File: src/hdl/rnf_pkg.sv
`timescale 1ns / 1ps
// Shared types, constants and digit encoding for the radix number formatter.
// No dependencies.
package rnf_pkg;

    localparam int INT_BITS        = 32;
    localparam int FRAC_BITS       = 32;
    localparam int MAX_FRAC_DIGITS = 5;

    localparam int RADIX_W = 6;
    localparam int FCNT_W  = 3;
    localparam int CHAR_W  = 7;
    localparam int CNT_W   = $clog2(INT_BITS);
    localparam int SP_W    = $clog2(INT_BITS + 1);

    localparam logic [RADIX_W-1:0] LOW_RADIX     = 6'd2;
    localparam logic [RADIX_W-1:0] HIGH_RADIX    = 6'd36;
    localparam logic [RADIX_W-1:0] LAST_DECIMAL  = 6'd9;
    localparam logic [CHAR_W-1:0]  LETTER_OFFSET = 7'd55;
    localparam logic [CHAR_W-1:0]  ZERO_CHAR     = 7'd48;
    localparam logic [CHAR_W-1:0]  POINT_CHAR    = 7'd46;
    localparam logic [CHAR_W-1:0]  NEWLINE_CHAR  = 7'd10;
    localparam logic [CHAR_W-1:0]  ERROR_CHAR    = 7'd0;

    typedef enum logic [2:0] {
        SEL_INT,
        SEL_POINT,
        SEL_FRAC,
        SEL_NL,
        SEL_ERR
    } t_sel;

    typedef struct packed {
        logic load;
        logic div_init;
        logic div_step;
        logic emit;
        t_sel sel;
    } t_cmd;

    typedef struct packed {
        logic bad;
        logic quot_zero;
        logic div_done;
        logic sp_one;
        logic ndig_zero;
        logic fcnt_one;
    } t_status;

    function automatic logic [CHAR_W-1:0] digit_char(input logic [RADIX_W-1:0] v);
        logic [CHAR_W-1:0] wide;
        wide = {1'b0, v};
        if (v <= LAST_DECIMAL) begin
            return ZERO_CHAR + wide;
        end
        return wide + LETTER_OFFSET;
    endfunction

endpackage

File: src/hdl/rnf_ctrl.sv
`timescale 1ns / 1ps
// Sequencer for the radix number formatter: division passes, digit pops,
// point, fraction steps and newline. Uses rnf_pkg.
module rnf_ctrl (
    input  logic             i_clk,
    input  logic             i_rst_n,
    input  logic             start,
    input  rnf_pkg::t_status i_status,
    output rnf_pkg::t_cmd    o_cmd,
    output logic             busy
);

    typedef enum logic [2:0] {
        ST_IDLE,
        ST_CHECK,
        ST_DIV,
        ST_DCHK,
        ST_INT_OUT,
        ST_POINT,
        ST_FRAC,
        ST_NL
    } t_state;

    t_state r_state;
    t_state n_state;

    always_comb begin
        n_state         = r_state;
        o_cmd.load      = 1'b0;
        o_cmd.div_init  = 1'b0;
        o_cmd.div_step  = 1'b0;
        o_cmd.emit      = 1'b0;
        o_cmd.sel       = rnf_pkg::SEL_NL;
        unique case (r_state)
            ST_IDLE: begin
                if (start) begin
                    o_cmd.load = 1'b1;
                    n_state    = ST_CHECK;
                end
            end
            ST_CHECK: begin
                if (i_status.bad) begin
                    o_cmd.emit = 1'b1;
                    o_cmd.sel  = rnf_pkg::SEL_ERR;
                    n_state    = ST_IDLE;
                end else if (i_status.quot_zero) begin
                    n_state = ST_POINT;
                end else begin
                    o_cmd.div_init = 1'b1;
                    n_state        = ST_DIV;
                end
            end
            ST_DIV: begin
                o_cmd.div_step = 1'b1;
                if (i_status.div_done) begin
                    n_state = ST_DCHK;
                end
            end
            ST_DCHK: begin
                if (i_status.quot_zero) begin
                    n_state = ST_INT_OUT;
                end else begin
                    o_cmd.div_init = 1'b1;
                    n_state        = ST_DIV;
                end
            end
            ST_INT_OUT: begin
                o_cmd.emit = 1'b1;
                o_cmd.sel  = rnf_pkg::SEL_INT;
                if (i_status.sp_one) begin
                    n_state = ST_POINT;
                end
            end
            ST_POINT: begin
                o_cmd.emit = 1'b1;
                if (i_status.ndig_zero) begin
                    o_cmd.sel = rnf_pkg::SEL_NL;
                    n_state   = ST_IDLE;
                end else begin
                    o_cmd.sel = rnf_pkg::SEL_POINT;
                    n_state   = ST_FRAC;
                end
            end
            ST_FRAC: begin
                o_cmd.emit = 1'b1;
                o_cmd.sel  = rnf_pkg::SEL_FRAC;
                if (i_status.fcnt_one) begin
                    n_state = ST_NL;
                end
            end
            ST_NL: begin
                o_cmd.emit = 1'b1;
                o_cmd.sel  = rnf_pkg::SEL_NL;
                n_state    = ST_IDLE;
            end
            default: begin
                n_state = ST_IDLE;
            end
        endcase
    end

    always_ff @(posedge i_clk) begin
        if (!i_rst_n) begin
            r_state <= ST_IDLE;
        end else begin
            r_state <= n_state;
        end
    end

    assign busy = (r_state != ST_IDLE);

endmodule

File: src/hdl/rnf_dp.sv
`timescale 1ns / 1ps
// Datapath of the radix number formatter: bit-serial divider, digit stack,
// fraction multiplier and character output register. Uses rnf_pkg.
module rnf_dp (
    input  logic                                 i_clk,
    input  logic                                 i_rst_n,
    input  rnf_pkg::t_cmd                        i_cmd,
    input  logic [31:0]                          i_integer_part,
    input  logic [31:0]                          i_fraction,
    input  logic [rnf_pkg::RADIX_W-1:0]          i_radix,
    input  logic [rnf_pkg::FCNT_W-1:0]           i_frac_digits,
    input  logic                                 i_is_negative,
    output rnf_pkg::t_status                     o_status,
    output logic [rnf_pkg::CHAR_W-1:0]           o_character,
    output logic                                 o_last,
    output logic                                 o_error,
    output logic                                 o_valid
);

    logic [rnf_pkg::INT_BITS-1:0]  r_quot;
    logic [rnf_pkg::RADIX_W-1:0]   r_rem;
    logic [rnf_pkg::CNT_W-1:0]     r_cnt;
    logic [rnf_pkg::FRAC_BITS-1:0] r_frac;
    logic [rnf_pkg::RADIX_W-1:0]   r_radix;
    logic [rnf_pkg::FCNT_W-1:0]    r_fcnt;
    logic                          r_bad;
    logic [rnf_pkg::SP_W-1:0]      r_sp;
    logic [rnf_pkg::RADIX_W-1:0]   r_stack [rnf_pkg::INT_BITS];
    logic [rnf_pkg::CHAR_W-1:0]    r_char;
    logic                          r_last;
    logic                          r_err;
    logic                          r_valid;

    logic [rnf_pkg::RADIX_W:0]          w_trial;
    logic                               w_ge;
    logic [rnf_pkg::RADIX_W:0]          w_rem_wide;
    logic [rnf_pkg::RADIX_W-1:0]        w_rem_next;
    logic [rnf_pkg::FRAC_BITS+5:0]      w_prod;
    logic [rnf_pkg::SP_W-1:0]           w_sp_dec;
    logic [rnf_pkg::RADIX_W-1:0]        w_top;
    logic [rnf_pkg::CHAR_W-1:0]         n_char;
    logic                               w_bad_in;

    assign w_bad_in = i_is_negative || (i_radix < rnf_pkg::LOW_RADIX)
                   || (i_radix > rnf_pkg::HIGH_RADIX)
                   || (i_frac_digits > rnf_pkg::FCNT_W'(rnf_pkg::MAX_FRAC_DIGITS));

    always_comb begin
        w_trial    = {r_rem, r_quot[rnf_pkg::INT_BITS-1]};
        w_ge       = (w_trial >= {1'b0, r_radix});
        w_rem_wide = w_ge ? (w_trial - {1'b0, r_radix}) : w_trial;
        w_rem_next = w_rem_wide[rnf_pkg::RADIX_W-1:0];
        w_prod     = {6'd0, r_frac} * {{rnf_pkg::FRAC_BITS{1'b0}}, r_radix};
        w_sp_dec   = r_sp - 1'b1;
        w_top      = r_stack[w_sp_dec[rnf_pkg::CNT_W-1:0]];
    end

    always_comb begin
        unique case (i_cmd.sel)
            rnf_pkg::SEL_INT:   n_char = rnf_pkg::digit_char(w_top);
            rnf_pkg::SEL_POINT: n_char = rnf_pkg::POINT_CHAR;
            rnf_pkg::SEL_FRAC:
                n_char = rnf_pkg::digit_char(w_prod[rnf_pkg::FRAC_BITS +: rnf_pkg::RADIX_W]);
            rnf_pkg::SEL_NL:    n_char = rnf_pkg::NEWLINE_CHAR;
            rnf_pkg::SEL_ERR:   n_char = rnf_pkg::ERROR_CHAR;
            default:            n_char = rnf_pkg::ERROR_CHAR;
        endcase
    end

    always_ff @(posedge i_clk) begin
        if (i_cmd.load) begin
            r_quot  <= i_integer_part[rnf_pkg::INT_BITS-1:0];
            r_frac  <= i_fraction[rnf_pkg::FRAC_BITS-1:0];
            r_radix <= i_radix;
            r_fcnt  <= i_frac_digits;
            r_bad   <= w_bad_in;
            r_sp    <= '0;
        end
        if (i_cmd.div_init) begin
            r_rem <= '0;
            r_cnt <= '0;
        end
        if (i_cmd.div_step) begin
            r_quot <= {r_quot[rnf_pkg::INT_BITS-2:0], w_ge};
            r_rem  <= w_rem_next;
            r_cnt  <= r_cnt + 1'b1;
            if (o_status.div_done) begin
                r_stack[r_sp[rnf_pkg::CNT_W-1:0]] <= w_rem_next;
                r_sp <= r_sp + 1'b1;
            end
        end
        if (i_cmd.emit) begin
            r_char <= n_char;
            r_last <= (i_cmd.sel == rnf_pkg::SEL_NL) || (i_cmd.sel == rnf_pkg::SEL_ERR);
            r_err  <= (i_cmd.sel == rnf_pkg::SEL_ERR);
            if (i_cmd.sel == rnf_pkg::SEL_INT) begin
                r_sp <= w_sp_dec;
            end
            if (i_cmd.sel == rnf_pkg::SEL_FRAC) begin
                r_frac <= w_prod[rnf_pkg::FRAC_BITS-1:0];
                r_fcnt <= r_fcnt - 1'b1;
            end
        end
        if (!i_rst_n) begin
            r_valid <= 1'b0;
        end else begin
            r_valid <= i_cmd.emit;
        end
    end

    assign o_status.bad       = r_bad;
    assign o_status.quot_zero = (r_quot == '0);
    assign o_status.div_done  = (r_cnt == rnf_pkg::CNT_W'(rnf_pkg::INT_BITS - 1));
    assign o_status.sp_one    = (r_sp == rnf_pkg::SP_W'(1));
    assign o_status.ndig_zero = (r_fcnt == '0);
    assign o_status.fcnt_one  = (r_fcnt == rnf_pkg::FCNT_W'(1));

    assign o_character = r_char;
    assign o_last      = r_last;
    assign o_error     = r_err;
    assign o_valid     = r_valid;

endmodule

File: src/hdl/radix_number_formatter.sv
`timescale 1ns / 1ps
// Radix number formatter top level: rnf_ctrl sequencer plus rnf_dp datapath; uses rnf_pkg.
// The first character follows the load and check states, plus one serial division pass and one
// check state per integer digit; an error result is emitted straight from the check state.
// A new item is accepted only while the sequencer is idle, once the previous item's final
// character has been issued. Characters follow back to back; no receiver stall.
// Reset (synchronous, active low) returns the sequencer to idle and drops o_valid.
module radix_number_formatter (
    input  logic                        i_clk,
    input  logic                        i_rst_n,
    input  logic                        start,
    output logic                        busy,
    input  logic [31:0]                 i_integer_part,
    input  logic [31:0]                 i_fraction,
    input  logic [rnf_pkg::RADIX_W-1:0] i_radix,
    input  logic [rnf_pkg::FCNT_W-1:0]  i_frac_digits,
    input  logic                        i_is_negative,
    output logic                        o_valid,
    output logic [rnf_pkg::CHAR_W-1:0]  o_character,
    output logic                        o_last,
    output logic                        o_error
);

    rnf_pkg::t_cmd    w_cmd;
    rnf_pkg::t_status w_status;

    rnf_ctrl u_ctrl (
        .i_clk    (i_clk),
        .i_rst_n  (i_rst_n),
        .start    (start),
        .i_status (w_status),
        .o_cmd    (w_cmd),
        .busy     (busy)
    );

    rnf_dp u_dp (
        .i_clk          (i_clk),
        .i_rst_n        (i_rst_n),
        .i_cmd          (w_cmd),
        .i_integer_part (i_integer_part),
        .i_fraction     (i_fraction),
        .i_radix        (i_radix),
        .i_frac_digits  (i_frac_digits),
        .i_is_negative  (i_is_negative),
        .o_status       (w_status),
        .o_character    (o_character),
        .o_last         (o_last),
        .o_error        (o_error),
        .o_valid        (o_valid)
    );

    a_idle_quiet: assert property (@(posedge i_clk) disable iff (!i_rst_n)
        !busy |=> !o_valid)
        else $error("character issued without an item in flight");

    a_no_gap: assert property (@(posedge i_clk) disable iff (!i_rst_n)
        (o_valid && !o_last) |=> o_valid)
        else $error("gap inside a character run");

    a_err_shape: assert property (@(posedge i_clk) disable iff (!i_rst_n)
        (o_valid && o_error) |-> (o_last && (o_character == rnf_pkg::ERROR_CHAR)))
        else $error("error result malformed");

    a_last_free: assert property (@(posedge i_clk) disable iff (!i_rst_n)
        (o_valid && o_last) |-> !busy)
        else $error("sequencer still busy after final character");

endmodule
File: config.mk
export PLATFORM = sky130hd
export DESIGN_NAME = radix_number_formatter
export DESIGN_NICKNAME = d
export VERILOG_FILES = /design/src/hdl/rnf_pkg.sv /design/src/hdl/rnf_ctrl.sv /design/src/hdl/rnf_dp.sv /design/src/hdl/radix_number_formatter.sv
export SDC_FILE = /design/constraint.sdc
export NUM_CORES = 1
export LEC_CHECK = 0
export BUFFER_PORTS_ARGS = -buffer_cell sky130_fd_sc_hd__buf_2
export CORE_ASPECT_RATIO = 0.5
export CORE_MARGIN = 2
export CORE_UTILIZATION = 51
export CTS_CLUSTER_SIZE = 20
export DETAILED_ROUTE_END_ITERATION = 16
export PLACE_DENSITY = 0.82
export SKIP_LAST_GASP = 1
export SLEW_MARGIN = 15
export SYNTH_ARGS = -nofsm -noshare
export SYNTH_HDL_FRONTEND = slang
export SYNTH_SLANG_ARGS = --single-unit
File: constraint.sdc
create_clock -name i_clk -period 5.2 [get_ports i_clk]
set_input_delay 0.26 -clock i_clk [delete_from_list [all_inputs] [get_ports i_clk]]
set_output_delay 0.26 -clock i_clk [all_outputs]
set_load 0.05 [all_outputs]
Word level (Yosys, flattened, before mapping) --
Memories as Yosys holds them, arrays and structs flattened. Cells that the tools add are included.
Word-level totals: register bits after elaboration 104, bits in latches 0, bits in writable memories 192, bits in read-only memories 0, input port bits 77, memories 1
Memories:
- u_dp.r_stack | depth 32, width 6, rd ports 1, clocked after Yosys merged registers in 0, wr ports 1, line rnf_dp.sv:28 | logic [rnf_pkg::RADIX_W-1:0] r_stack [rnf_pkg::INT_BITS];
Operators by class: add/subtract/negate cells 9, multiply operators 1, divide/modulo/power cells 0, order comparisons 6, equality and inequality tests 18, shift operators 0, mux-type cells 48, bitwise logic cells 0, reduce and logical (&&, ||, !) cells 12
Operator list (number):
- 32-bit two-way mux | 5
- 6-bit two-way mux | 8
- 32-bit by 6-bit multiplier with 38-bit output | 1
- 3-bit two-way mux | 11
- 32-bit zero test | 1
- 7-bit two-way mux | 4
- 7-bit one-hot mux with 4 select lines | 1
- 3-bit one-hot mux with 8 select lines | 1
- 4-bit one-hot mux with 5 select lines | 1
- 3-bit equality test, second input constant | 5
- 6-bit by 6-bit adder with 7-bit output, first input constant | 2
- 6-bit by 6-bit adder with 7-bit output, second input constant | 2
- 3-bit by 2-bit equality test with 1-bit output, second input constant | 4
- 6-bit by 4-bit less-or-equal comparator with 1-bit output, second input constant | 2
- 1-bit two-way mux | 12
- 5-bit two-way mux | 2
- 3-bit by 1-bit equality test with 1-bit output, second input constant | 3
- 3-bit zero test | 3
- 7-bit by 6-bit >= comparator with 1-bit output | 1
- 6-bit by 1-bit adder with 6-bit output, second input constant | 1
- 6-bit by 1-bit equality test with 1-bit output, second input constant | 1
- 6-bit greater-than comparator, second input constant | 1
- 6-bit by 2-bit less-than comparator with 1-bit output, second input constant | 1
- 2-bit by 1-bit != test with 1-bit output, second input constant | 3
- 14 further kinds | 18

Logic depth before layout (Yosys ltp) --
Gate-level depths: netlist of run 1.
depth in word-level cells 7, mapped depth 22, mapped depth without buffers 21

By module --
A second synthesis of run 1 with hierarchy kept.
Second synthesis, totals: cells, all modules 1641, area, all modules 19317.3 sq um
By module, submodules not included:
- rnf_dp | times used 1, cells each 1609, area an instance 19024.5 sq um, sequential area each 8378.0 sq um
- rnf_ctrl | times used 1, cells each 32, area an instance 292.8 sq um, sequential area each 60.1 sq um

Worst setup path before layout of run 1 --
OpenSTA, ideal clock, no wires.
kind reg-to-reg, start point register u_dp.r_radix[1] (netlist bit), end point register u_dp.r_char, in the netlist u_dp.o_character[5] (data pin), setup time 259 ps, arrival 5006 ps, setup slack -65 ps, stages on the path, launching flop included 22, path through edfxtp_1 > clkbuf_1 > and2_1 > fa_1 > fa_1 > inv_1 > fa_1 > inv_1 > ha_1 > a21o_1 > and3_1 > a2111oi_0 > nor3_1 > o21a_1 > or2_1 > a31oi_1 > inv_1 > ha_1 > o21ai_0 > o22ai_2 > nor3_1 > o21ai_1
On the way: word-level cells in the longest chain between the ends 6, elaborated cells on any way between the ends 9, those cells by class 2 x add/sub; 1 x mul; 1 x order compare; 5 x mux
Ends and longest elaborated chain:
- start: declaration | line rnf_dp.sv:24 | logic [rnf_pkg::RADIX_W-1:0] r_radix;
- start signal: assignment | line rnf_dp.sv:74 | r_radix <= i_radix;
- 32-bit by 6-bit multiplier with 38-bit output (*) | line rnf_dp.sv:53 | w_prod = {6'd0, r_frac} * {{rnf_pkg::FRAC_BITS{1'b0}}, r_radix};
- 6-bit by 4-bit less-or-equal comparator with 1-bit output | line rnf_pkg.sv:53 | if (v <= LAST_DECIMAL) begin
- 1-bit two-way mux | line rnf_pkg.sv:53
- 1-bit two-way mux | line rnf_dp.sv:59 | unique case (i_cmd.sel)
- 7-bit two-way mux (*) | line rnf_pkg.sv:56 | return wide + LETTER_OFFSET;
- 7-bit one-hot mux with 4 select lines (*) | line rnf_dp.sv:59
- via u_dp.n_char (one bit) | line rnf_dp.sv:41 | logic [rnf_pkg::CHAR_W-1:0] n_char;
- end signal: assignment | line rnf_dp.sv:93 | r_char <= n_char;
- end: declaration | line rnf_dp.sv:29 | logic [rnf_pkg::CHAR_W-1:0] r_char;
The timed path passes the listed nets; every way through them passes the cells marked *. The select of a mux whose other input is x is not followed. A chain may end at the register's enable or synchronous reset.

Final worst setup path of run 1 --
start point register u_dp.r_radix[4] (netlist bit), end point register u_dp.r_char, in the netlist u_dp.o_character[4] (data pin)
Same word-level chain as after synthesis.

==> results of run 1 <==
-- synthesized netlist by cell type (all sizes together) (16+ instances only) --
| cell type | instances | area share |
|---|---|---|
| edfxtp | 251 | 0.39 |
| mux4 | 50 | 0.058 |
| nand3 | 26 | 0.0067 |
| dfxtp | 45 | 0.047 |
| and2 | 196 | 0.063 |
| nand2 | 241 | 0.047 |
| xnor2 | 26 | 0.012 |
| xor2 | 17 | 0.0077 |
| a31oi | 30 | 0.0097 |
| o22ai | 16 | 0.0055 |
| fa | 122 | 0.13 |
| clkbuf | 54 | 0.010 |
| a21oi | 56 | 0.015 |
| inv | 194 | 0.038 |
| buf | 29 | 0.0089 |
| ha | 68 | 0.044 |
| nor2 | 128 | 0.025 |
| o21ai | 37 | 0.010 |
-- worst min path at each step --
stage                         from               to  slack [ns]  cells after the start
global route        i_fraction[18]  u_dp.r_frac[18]       0.005                      3
CTS                 i_fraction[18]  u_dp.r_frac[18]       0.004                      3
global placement      u_dp.r_sp[5]     u_dp.r_sp[5]        0.46                      1
detailed placement      i_radix[3]  u_dp.r_radix[3]        0.48                      1
finish              i_fraction[18]  u_dp.r_frac[18]       0.002                      3
floorplan               i_radix[0]  u_dp.r_radix[0]        0.36                      0
-- cell type report --
cell class,count,share of cell area
multi-input cells,1197,0.440
flip-flops and latches,296,0.358
repair buffers,310,0.104
inverters,195,0.0313
clock buffers,32,0.0308
well taps,494,0.0262
clock inverters,19,0.00892
diodes,1,0.000106
-- per-layer routing --
metal | vias to the layer above | wire length, µm | global-route usage
met5 | - | 0 | 0
met4 | 0 | 2620 | 0.102
met3 | 199 | 3620 | 0.0431
met2 | 673 | 25400 | 0.446
met1 | 7200 | 19500 | 0.320
li1 | 6563 | - | -
-- report_power, final --
| part | internal, µW | total (µW) | switching (µW) |
|---|---|---|---|
| Combinational | 4040 | 8510 | 4470 |
| Clock | 1170 | 2110 | 946 |
| Sequential | 2780 | 2920 | 137 |
-- logic make-up (layout without fill, tap and decap cells) --
group | Yosys count | after routing | share of synthesized area
AOI/OAI and AO/OA | 219 | 219 | 0.0765
xor gates and xnor gates | 43 | 43 | 0.0195
adders and majority gates | 190 | 190 | 0.170
buffers and inverters | 278 | 556 | 0.0576
DFF | 296 | 296 | 0.437
muxes | 66 | 66 | 0.0668
other | 0 | 1 | 0
and+or+nand+nor | 679 | 679 | 0.172
-- cells in the final DEF (no fill, tap or decap), types with 6 or more instances in the layout --
| master | Yosys | layout |
|---|---|---|
| o22ai_1 | 15 | 15 |
| and2_4 | 0 | 7 |
| o211ai_1 | 13 | 13 |
| a31oi_1 | 30 | 29 |
| nand2_1 | 240 | 236 |
| dfxtp_1 | 45 | 44 |
| buf_6 | 5 | 10 |
| ha_1 | 68 | 44 |
| nand2b_1 | 10 | 9 |
| ha_4 | 0 | 21 |
| buf_4 | 1 | 135 |
| fa_1 | 122 | 119 |
| a21o_1 | 10 | 10 |
| edfxtp_1 | 251 | 251 |
| inv_1 | 194 | 180 |
| mux2i_1 | 12 | 10 |
| clkinv_2 | 0 | 6 |
| a21oi_2 | 1 | 19 |
| a21oi_1 | 55 | 37 |
| clkbuf_16 | 0 | 30 |
| dlygate4sd3_1 | 0 | 67 |
| and2_1 | 196 | 189 |
| nor3_1 | 13 | 9 |
| xnor2_1 | 26 | 26 |
| buf_2 | 18 | 88 |
| o21ai_0 | 34 | 27 |
| inv_2 | 0 | 13 |
| nor2_1 | 128 | 123 |
| and3_1 | 13 | 11 |
| mux4_2 | 50 | 50 |
| nand3_1 | 26 | 25 |
| nor4_1 | 10 | 9 |
| o21ai_1 | 2 | 7 |
| nand4_1 | 12 | 12 |
| xor2_1 | 17 | 17 |
-- per-stage QoR --
stage	power, µW	setup TNS, ns	instances
finish	13500	-0.172	2544
global route	14400	-1.52	2543
CTS	12500	-0.0532	2524
detailed placement	9620	-1.62	2392
global placement	9480	-0.735	2392
floorplan	7160	0	1771
-- registers in the layout, indices dropped and copies added (netlist names) --
signal and count:
u_dp.o_last 1, u_dp.r_bad 1, u_ctrl.r_state 3, u_dp.r_quot 32
u_dp.r_radix 6, u_dp.r_sp 6, u_dp.r_frac 32, u_dp.r_stack 192
u_dp.r_fcnt 3, u_dp.r_cnt 5, u_dp.o_error 1, u_dp.r_rem 6
u_dp.o_valid 1, u_dp.o_character 7
-- what timing repair did --
action                                  in CTS  in global routing
endpoints found under the setup margin       7                  7
gates cloned                                 3                  2
pin swaps                                   29                 67
hold endpoints to repair                    68                  0
resized for setup                           59                 71
setup buffers                               11                 19
hold buffers                                67                  0
-- worst reg2reg max path: stages (launching register included) --
cell and delay (ns):
edfxtp_1 0.44, buf_6 0.16, clkbuf_16 0.17, and2_1 0.16
fa_1 0.46, fa_1 0.53, inv_2 0.06, fa_1 0.51
inv_2 0.06, ha_4 0.29, nand4_1 0.18, a211oi_1 0.32
a21o_1 0.21, and3_4 0.22, o211ai_1 0.14, a221oi_4 0.31
inv_2 0.07, ha_4 0.19, a21oi_2 0.14, o21ai_1 0.08
xnor2_1 0.19, a21oi_1 0.10
==> metrics.yaml, run 1 <==
clock_tree:
  cts_buffer_depth: 3
  cts_tree: "done"
  cts-root-buf: "clkbuf_16"
  clkSinkCount: 296
  clk_latency_ns: 0.59
  ctsHtreeMaxLevel: 1
  numCtsBuffers: 28
  path_clk_slew_ns: 0.07
drt:
  drt-total-wl_um: 51100
  drc: 0
  dr_total_vias: 14600
  first_iter_violations: 1535
  vias_per_cell: 5.75
  avgRoutedWirePerCell_um: 20.1
  first_pass_iters: 5
  postRouteAntennaNets: 0
timing:
  period_share: 1.01
  slew_headroom: 0.271
  hold_violations: 0
  worst_slew_pin_slew_ns: 1.09
  setup_viol: 6
  rsz0062_at_grt: "true"
  setup_slack_ns: -0.0635
  skew_ns: 0.0228
  hold_ws_ns: 0.00236
  finalWorstPathRequiredPeriod_ns: 5.26
  fmax_ghz: 0.190
  slew_violations: 0
logic_synthesis:
  syn_area_mm2: 0.0193
  synthCells: 1771
  avgSynthCellArea_um2: 10.9
  synth-seq-cells: 296
  synthesis.nets: 2038
  synth_cell_types: 84
  ys_seq_area_frac: 0.437
  synth_edf_count: 251
  yosysWarnings: 0
  ys.flop_type: "edfxtp_1"
  async_reset_ff_frac: 0
global_routing:
  grt.total_usage: 0.255
  antenna_found_initial: 0
  grt_pass1_vias: 15000
  grt_max_degree: 66
  grt_overflow: 0
  grt_pass1_wl_um: 79800
layout:
  area_delta_synth_final_pct: 22.1
  fin_nets: 2295
  fin_util: 0.631
  register_area_mm2: 0.00844
  fin_area_mm2: 0.0236
  multiInputGateArea_mm2: 0.0104
  layout-drive-gt1-share: 0.230
  final.fill_count: 2604
placement:
  gp_congestion: 0.954
  dp_slack_ns: -0.310
  port_buffers: 87
  place_area_mm2: 0.0210
  dp_hpwl_um: 31900
status:
  violations: "negative setup slack"
  status: "complete, but fails checks"
setup_path:
  crit_path_end: "u_dp.o_character[4]"
  path_delay_family: "adder cells"
  crit_arrival_ns: 5.56
  cp_num_cells: 21
  crit_path_cell_trace: "buf_6, clkbuf_16, and2_1, fa_1, fa_1, inv_2, fa_1, inv_2, ha_4, nand4_1, a211oi_1, a21o_1, and3_4, o211ai_1, a221oi_4, inv_2, ha_4, a21oi_2, o21ai_1, xnor2_1, a21oi_1"
  r2r_cells: 21
  cp-startpoint: "u_dp.r_radix[4]"
  path_class: "flip-flop to flip-flop"
  startpoint_type: "flip-flop"
  critPathMaxStageDelay_ns: 0.53
  cp_num_buf_inv: 5
  r2r_end: "u_dp.o_character[4]"
  rrSetupSlack_ns: -0.06
  cp_max_fo: 13
  cp-end-kind: "flip-flop"
  crit_path_top_delay_cell: "fa_1"
  r2r-start: "u_dp.r_radix[4]"
  critPathRequiredTime_ns: 5.50
die:
  die_w_um: 279
  initial_utilization: 0.517
  rows: 50
  dieArea_mm2: 0.0395
  design.core.area_mm2: 0.0373
  io_pins: 88
  die_h_um: 142
flow_run:
  drv_cap: 0
power:
  p_leak_uw: 0.00957
  peakVddDrop_mv: 0.370
  power-per-cell-area_mw_per_mm2: 574
min_path:
  hold_class: "input port to flip-flop"
Note: power is estimated with default switching activity, not from simulation.
==> run 2, diff against run 1 <==
--- a/config.mk
+++ b/config.mk
@@ -8,10 +8,11 @@
 export BUFFER_PORTS_ARGS = -buffer_cell sky130_fd_sc_hd__buf_2
 export CORE_ASPECT_RATIO = 0.5
 export CORE_MARGIN = 2
-export CORE_UTILIZATION = 51
+export CORE_UTILIZATION = 40
 export CTS_CLUSTER_SIZE = 20
 export DETAILED_ROUTE_END_ITERATION = 16
-export PLACE_DENSITY = 0.82
+export PLACE_DENSITY = 0.69
+export SETUP_SLACK_MARGIN = 0.4
 export SKIP_LAST_GASP = 1
 export SLEW_MARGIN = 15
 export SYNTH_ARGS = -nofsm -noshare
==> metrics.yaml, run 2 (synthesis gave the netlist of run 1 again) <==
setup_path:
  crit_arrival_ns: 5.53  # was 5.56 ns
  path_class: "flip-flop to flip-flop"  # unchanged
  cp_num_buf_inv: 5  # unchanged
  startpoint_type: "flip-flop"  # unchanged
  critPathMaxStageDelay_ns: 0.57  # was 0.53 ns
  crit_path_cell_trace: "buf_4, buf_16, and2_4, fa_2, fa_1, inv_1, fa_1, inv_1, ha_2, nand4_1, o221ai_1, a21o_1, and3_4, or4_1, and3_4, clkinv_4, ha_4, o21ai_4, o22ai_4, nand2b_4, a31oi_1"  # was buf_6, clkbuf_16, and2_1, fa_1, fa_1, inv_2, fa_1, inv_2, ha_4, nand4_1, a211oi_1, a21o_1, and3_4, o211ai_1, a221oi_4, inv_2, ha_4, a21oi_2, o21ai_1, xnor2_1, a21oi_1
  critPathRequiredTime_ns: 5.50  # about the same
  cp-end-kind: "flip-flop"  # unchanged
  cp_max_fo: 8  # was 13
  crit_path_top_delay_cell: "fa_2"  # was fa_1
  path_delay_family: "adder cells"  # unchanged
global_routing:
  grt_overflow: 0  # unchanged
  antenna_found_initial: 1  # was 0
  grt_max_degree: 45  # was 66
  grt.total_usage: 0.188  # was 0.255
  grt_pass1_vias: 13800  # was 15,000
  grt_pass1_wl_um: 75300  # was 79,800 µm
layout:
  layout-drive-gt1-share: 0.201  # was 0.230
  area_delta_synth_final_pct: 20.4  # was 22.1%
  most-common-layout-cells: "251 x edfxtp_1, 236 x nand2_1, 189 x inv_1"  # was 251 x edfxtp_1, 236 x nand2_1, 189 x and2_1
  largest_reg_flops: 192  # unchanged
  final.fill_count: 4168  # was 2,604
  fin_nets: 2234  # was 2,295
  layout_commonest_cell: "edfxtp_1"  # unchanged
  fin_util: 0.492  # was 0.631
drt:
  first_pass_iters: 6  # was 5
  drc: 0  # unchanged
  drt-total-wl_um: 47400  # was 51,100 µm
  avgRoutedWirePerCell_um: 18.0  # was 20.1 µm
  vias_per_cell: 5.24  # was 5.75
  first_iter_violations: 955  # was 1,535
  postRouteAntennaNets: 0  # unchanged
  dr_total_vias: 13800  # was 14,600
power:
  p_int_uw: 7400  # was 7990 µW
  p_sw_uw: 5130  # was 5550 µW
  p_leak_uw: 0.00928  # was 0.00957 µW
  total_power_uw: 12500  # was 13,500 µW
  p_comb_frac: 0.592  # was 0.628
  clkPwrFrac: 0.174  # was 0.156
  peakVddDrop_mv: 0.318  # was 0.370 mV
  seqPwrFrac: 0.234  # was 0.216
  power-per-cell-area_mw_per_mm2: 539  # was 574 mW/mm²
  swShare: 0.409  # was 0.410
clock_tree:
  path_clk_slew_ns: 0.06  # was 0.07 ns
  cts_tree: "done"  # unchanged
  ctsHtreeMaxLevel: 1  # unchanged
  cts_buffer_depth: 3  # unchanged
  clk_latency_ns: 0.61  # was 0.59 ns
  numCtsBuffers: 30  # was 28
  cts-root-buf: "clkbuf_16"  # unchanged
  clkSinkCount: 296  # unchanged
die:
  dieArea_mm2: 0.0502  # was 0.0395 mm²
  die_h_um: 159  # was 142 µm
  io_pins: 88  # unchanged
  rows: 56  # was 50
  design.core.area_mm2: 0.0472  # was 0.0373 mm²
  die_w_um: 315  # was 279 µm
  initial_utilization: 0.409  # was 0.517
placement:
  port_buffers: 87  # unchanged
  dp_hpwl_um: 31900  # about the same
  gp_congestion: 0.890  # was 0.954
timing:
  slew_headroom: 0.236  # was 0.271
  rsz0062_at_grt: "true"  # unchanged
  setup_slack_ns: -0.0358  # was -0.0635 ns
  setup-tns-final_ns: -0.0703  # was -0.172 ns
  hold_violations: 0  # unchanged
  skew_ns: 0.0308  # was 0.0228 ns
  setup_viol: 3  # was 6
  fmax_ghz: 0.191  # was 0.190 GHz
  finalWorstPathRequiredPeriod_ns: 5.24  # was 5.26 ns
  worst_slew_pin_slew_ns: 1.12  # was 1.09 ns
  period_share: 1.01  # about the same
  slew_violations: 0  # unchanged
min_path:
  hold_class: "input port to flip-flop"  # unchanged
status:
  violations: "negative setup slack"  # unchanged
  status: "complete, but fails checks"  # unchanged
flow_run:
  drv_cap: 0  # unchanged
-- run 2: changes by cell type in the layout (fill, tap and decap cells not counted), sizes merged --
cell         before  now
buf             241  177
clkinvlp          1    6
clkinv           13    9
clkbuf           34   37
dlygate4sd3      67   69
inv             197  195
-- run 2: per-layer routing --
layer / global-route usage / vias up / wire (µm)
met3: 0.0276 / 85 / 2380
met1: 0.254 / 6853 / 20800
met4: 0.0556 / 0 / 1250
li1: - / 6444 / -
met5: 0 / - / 0
met2: 0.314 / 380 / 22900
-- run 2: timing repair --
action                                 in CTS  in global routing
hold buffers                               69                  0
pin swaps                                  28                 33
buffers inserted                           15                 12
resized for setup                          32                 26
setup endpoints to repair                   8                 12
gates cloned                                3                  1
endpoints found under the hold margin      72                  0
-- run 2: final timing paths --
check / to / depth (start not counted) / start / slack [ns]
setup / recovery: u_dp.o_character[1] / 21 / u_dp.r_radix[3] / -0.04
hold / removal: u_dp.r_fcnt[1] / 3 / i_frac_digits[1] / 0.03
setup reg to reg: u_dp.o_character[1] / 21 / u_dp.r_radix[3] / -0.04
hold reg to reg: u_dp.r_sp[5] / 1 / u_dp.r_sp[5] / 0.48
-- run 2: power groups by stage --
stage / clock, µW / combinational [µW] / sequential (µW)
after global routing: 2300 / 8200 / 2940
after global placement: 0 / 6480 / 2970
final: 2180 / 7420 / 2930
after CTS: 2210 / 7050 / 2920
after detailed placement: 0 / 6530 / 2970
after floorplan: 0 / 4940 / 2920
-- run 2: tightest hold or removal path, cell delays in order --
cell and delay, ns:
buf_2 0.12, a21oi_1 0.07, mux2i_1 0.12
-- run 2: final cells by class --
type,count,area (µm²),share of cell area
clock inverter,18,204,0.00877
sequential,296,8440,0.363
tap,638,798,0.0343
inverter,195,737,0.0317
antenna,1,2.50,0.000108
clock buffer,36,773,0.0333
timing repair buffer,247,1960,0.0843
multi-input combinational,1197,10300,0.444
-- run 2: stage by stage --
step                      instances  hold slack, ns  setup WS, ns  cell area [µm²]
after CTS                      2614         0.00337        0.0465            23100
after floorplan                1771           0.359         0.287            19700
after global placement         2473           0.462        0.0104            21000
after detailed placement       2473           0.474       -0.0533            21000
final                          2628          0.0303       -0.0358            23200
after global routing           2627          0.0405        -0.211            23200
==> run 3, diff against run 2 <==
--- a/config.mk
+++ b/config.mk
@@ -5,6 +5,7 @@
 export SDC_FILE = /design/constraint.sdc
 export NUM_CORES = 1
 export LEC_CHECK = 0
+export ABC_AREA = 1
 export BUFFER_PORTS_ARGS = -buffer_cell sky130_fd_sc_hd__buf_2
 export CORE_ASPECT_RATIO = 0.5
 export CORE_MARGIN = 2
==> metrics.yaml, run 3 <==
setup_path:
  crit_path_top_delay_cell: "fa_1"  # was fa_2
  path_class: "flip-flop to flip-flop"  # unchanged
  crit_path_cell_trace: "buf_6, clkbuf_16, nand2_1, inv_1, fa_1, fa_1, inv_1, fa_1, inv_1, ha_4, nand2_2, nor2_2, inv_1, nor3_4, nand4_1, nand3_1, nand2_1, nand2_2, ha_4, nand2_8, nand2_2, o21ai_2, nand2_1, nand2_1"  # was buf_4, buf_16, and2_4, fa_2, fa_1, inv_1, fa_1, inv_1, ha_2, nand4_1, o221ai_1, a21o_1, and3_4, or4_1, and3_4, clkinv_4, ha_4, o21ai_4, o22ai_4, nand2b_4, a31oi_1
  path_delay_family: "adder cells"  # unchanged
  critPathMaxStageDelay_ns: 0.51  # was 0.57 ns
  cp_num_buf_inv: 6  # was 5
  cp-end-kind: "flip-flop"  # unchanged
  critPathRequiredTime_ns: 5.53  # was 5.50 ns
  crit_arrival_ns: 5.11  # was 5.53 ns
  startpoint_type: "flip-flop"  # unchanged
  cp_max_fo: 16  # was 8
die:
  rows: 58  # was 56
  dieArea_mm2: 0.0527  # was 0.0502 mm²
  io_pins: 88  # unchanged
  design.core.area_mm2: 0.0502  # was 0.0472 mm²
  initial_utilization: 0.405  # was 0.409
  die_h_um: 163  # was 159 µm
  die_w_um: 323  # was 315 µm
logic_synthesis:
  avgSynthCellArea_um2: 8.23  # was 10.9 µm²
  ys.flop_type: "edfxtp_1"  # unchanged
  yosys.area_share.xor_xnor: 0.0112  # was 0.0195
  synth_edf_count: 251  # unchanged
  yosysMostFrequentCell: "nand2_1"  # was edfxtp_1
  synth_cell_types: 53  # was 84
  synthesis.nets: 2737  # was 2,038
  synth_top_family_by_area: "simple AND/OR/NAND/NOR gates"  # unchanged
  muxShareOfSynthArea: 0.000985  # was 0.0668
  async_reset_ff_frac: 0  # unchanged
  synth.area.top_cells: "edfxtp_1 37%, nand2_1 12%, fa_1 12%"  # was edfxtp_1 39%, fa_1 13%, and2_1 6.3%
  ys_seq_area_frac: 0.415  # was 0.437
  synth_common_cells: "671 x nand2_1, 510 x inv_1, 251 x edfxtp_1"  # was 251 x edfxtp_1, 240 x nand2_1, 196 x and2_1
  syn_area_mm2: 0.0203  # was 0.0193 mm²
  synth_largest_area_cell: "edfxtp_1"  # unchanged
  synth_adder_area_share: 0.162  # was 0.170
  yosysWarnings: 0  # unchanged
  yosysTopAreaCellShare: 0.371  # was 0.390
  synthCells: 2470  # was 1,771
  synth_compound_gate_area_share: 0.0774  # was 0.0765
  synth-seq-cells: 296  # unchanged
  synthSimpleGateAreaFrac: 0.216  # was 0.172
clock_tree:
  path_clk_slew_ns: 0.06  # about the same
  clk_latency_ns: 0.61  # about the same
  numCtsBuffers: 30  # unchanged
  clkSinkCount: 296  # unchanged
  cts_buffer_depth: 3  # unchanged
  ctsHtreeMaxLevel: 1  # unchanged
  cts-root-buf: "clkbuf_16"  # unchanged
  cts_tree: "done"  # unchanged
drt:
  first_iter_violations: 1478  # was 955
  vias_per_cell: 4.96  # was 5.24
  drc: 0  # unchanged
  drt-total-wl_um: 53800  # was 47,400 µm
  postRouteAntennaNets: 0  # unchanged
  avgRoutedWirePerCell_um: 16.1  # was 18.0 µm
  first_pass_iters: 6  # unchanged
  dr_total_vias: 16500  # was 13,800
layout:
  area_delta_synth_final_pct: 18.3  # was 20.4%
  most-common-layout-cells: "625 x nand2_1, 501 x inv_1, 251 x edfxtp_1"  # was 251 x edfxtp_1, 236 x nand2_1, 189 x inv_1
  layout-drive-gt1-share: 0.135  # was 0.201
  fin_area_mm2: 0.0240  # was 0.0232 mm²
  diodes: 0  # was 1
  largest_reg_flops: 192  # unchanged
  final.fill_count: 4653  # was 4,168
  layout_commonest_cell: "nand2_1"  # was edfxtp_1
  fin_nets: 2884  # was 2,234
timing:
  rsz0062_at_grt: "true"  # unchanged
  slew_headroom: 0.232  # was 0.236
  finalWorstPathRequiredPeriod_ns: 4.78  # was 5.24 ns
  period_share: 0.918  # was 1.01
  hold_violations: 0  # unchanged
  setup-tns-final_ns: 0  # was -0.0703 ns
  slew_violations: 0  # unchanged
  worst_slew_pin_slew_ns: 1.15  # was 1.12 ns
  skew_ns: 0.0320  # was 0.0308 ns
  fmax_ghz: 0.209  # was 0.191 GHz
  setup_viol: 0  # was 3
flow_run:
  drv_cap: 0  # unchanged
placement:
  place_area_mm2: 0.0215  # was 0.0210 mm²
  dp_hpwl_um: 35700  # was 31,900 µm
  port_buffers: 87  # unchanged
  gp_congestion: 0.930  # was 0.890
global_routing:
  grt.total_usage: 0.201  # was 0.188
  grt_pass1_vias: 16400  # was 13,800
  grt_overflow: 0  # unchanged
  antenna_found_initial: 0  # was 1
  grt_pass1_wl_um: 84800  # was 75,300 µm
  grt_max_degree: 106  # was 45
power:
  total_power_uw: 15600  # was 12,500 µW
  power-per-cell-area_mw_per_mm2: 651  # was 539 mW/mm²
  peakVddDrop_mv: 0.419  # was 0.318 mV
  p_leak_uw: 0.0115  # was 0.00928 µW
min_path:
  hold_class: "input port to flip-flop"  # unchanged
status:
  status: "completed"  # was complete, but fails checks
==> run 3: cell types whose count changed in the layout (fill, tap and decap cells not counted), sizes merged, moves of 17 or more <==
cell | previous run | this run
mux4 | 50 | 0
inv | 195 | 523
nand3 | 26 | 122
nand2 | 241 | 683
o21ai | 37 | 139
buf | 177 | 130
xnor2 | 26 | 9
nor2 | 128 | 226
and2 | 196 | 2
a31oi | 30 | 12
==> run 3: layout make-up <==
type / instances / area, µm² / area share
clock buffers: 36 / 773 / 0.0322
clock inverters: 20 / 174 / 0.00724
inverters: 521 / 1960 / 0.0815
multi-input cells: 1567 / 10200 / 0.426
flip-flops and latches: 296 / 8440 / 0.351
well taps: 690 / 863 / 0.0359
repair buffers: 201 / 1580 / 0.0659
==> run 3: kinds of logic after synthesis <==
| kind of cell | after synthesis |
|---|---|
| flip-flops | 296 |
| multiplexers | 2 |
| XOR/XNOR | 23 |
| adder cells (fa/ha/maj) | 190 |
| AO/OA/AOI/OAI | 275 |
| AND/OR/NAND/NOR | 1077 |
| buffers and inverters | 607 |
==> run 3: final timing paths <==
kind / from / end / slack, ns / depth (start not counted)
setup reg to reg: u_dp.r_radix[3] / u_dp.o_character[5] / 0.42 / 24
hold / removal: i_fraction[20] / u_dp.r_frac[20] / 0.02 / 5
setup / recovery: u_dp.r_radix[3] / u_dp.o_character[5] / 0.42 / 24
hold reg to reg: u_dp.r_quot[4] / u_dp.r_quot[5] / 0.54 / 2
==> run 3: through the flow <==
| step | worst slack, ns | hold slack, ns | cells | utilization |
|---|---|---|---|---|
| floorplan | 0.617 | 0.359 | 2470 | - |
| global placement | 0.196 | 0.480 | 3187 | 0.428 |
| detailed placement | 0.0958 | 0.469 | 3187 | 0.428 |
| CTS | 0.407 | 0.00673 | 3311 | 0.464 |
| global route | 0.214 | 0.0553 | 3331 | 0.479 |
| finish | 0.424 | 0.0164 | 3331 | 0.479 |
==> run 3: worst min-delay path: stages <==
cell     delay (ns)
buf_2          0.08
nand2_1        0.04
nand2_1        0.05
a21oi_1        0.03
a31oi_1        0.12
==> run 3: routing by layer <==
| metal | GRT usage | share of wire | up-vias | wire length (µm) |
|---|---|---|---|---|
| li1 | - | - | 7992 | - |
| met1 | 0.256 | 0.42 | 7944 | 22700 |
| met2 | 0.355 | 0.49 | 476 | 26400 |
| met3 | 0.0206 | 0.048 | 125 | 2580 |
| met4 | 0.0751 | 0.038 | 0 | 2030 |
| met5 | 0 | 0 | - | 0 |
==> run 3: power by group <==
group | switching (µW) | leakage, µW | internal, µW
clock network | 997 | 0.000456 | 1130
registers | 164 | 0.00266 | 2820
logic | 6430 | 0.00840 | 4100
==> run 3: what timing repair did <==
item,in CTS,in global routing
endpoints found under the hold margin,69,0
resized for setup,31,121
pin swaps,3,28
hold buffers,68,0
buffers inserted,0,17
gates cloned,0,3
setup endpoints to repair,7,10
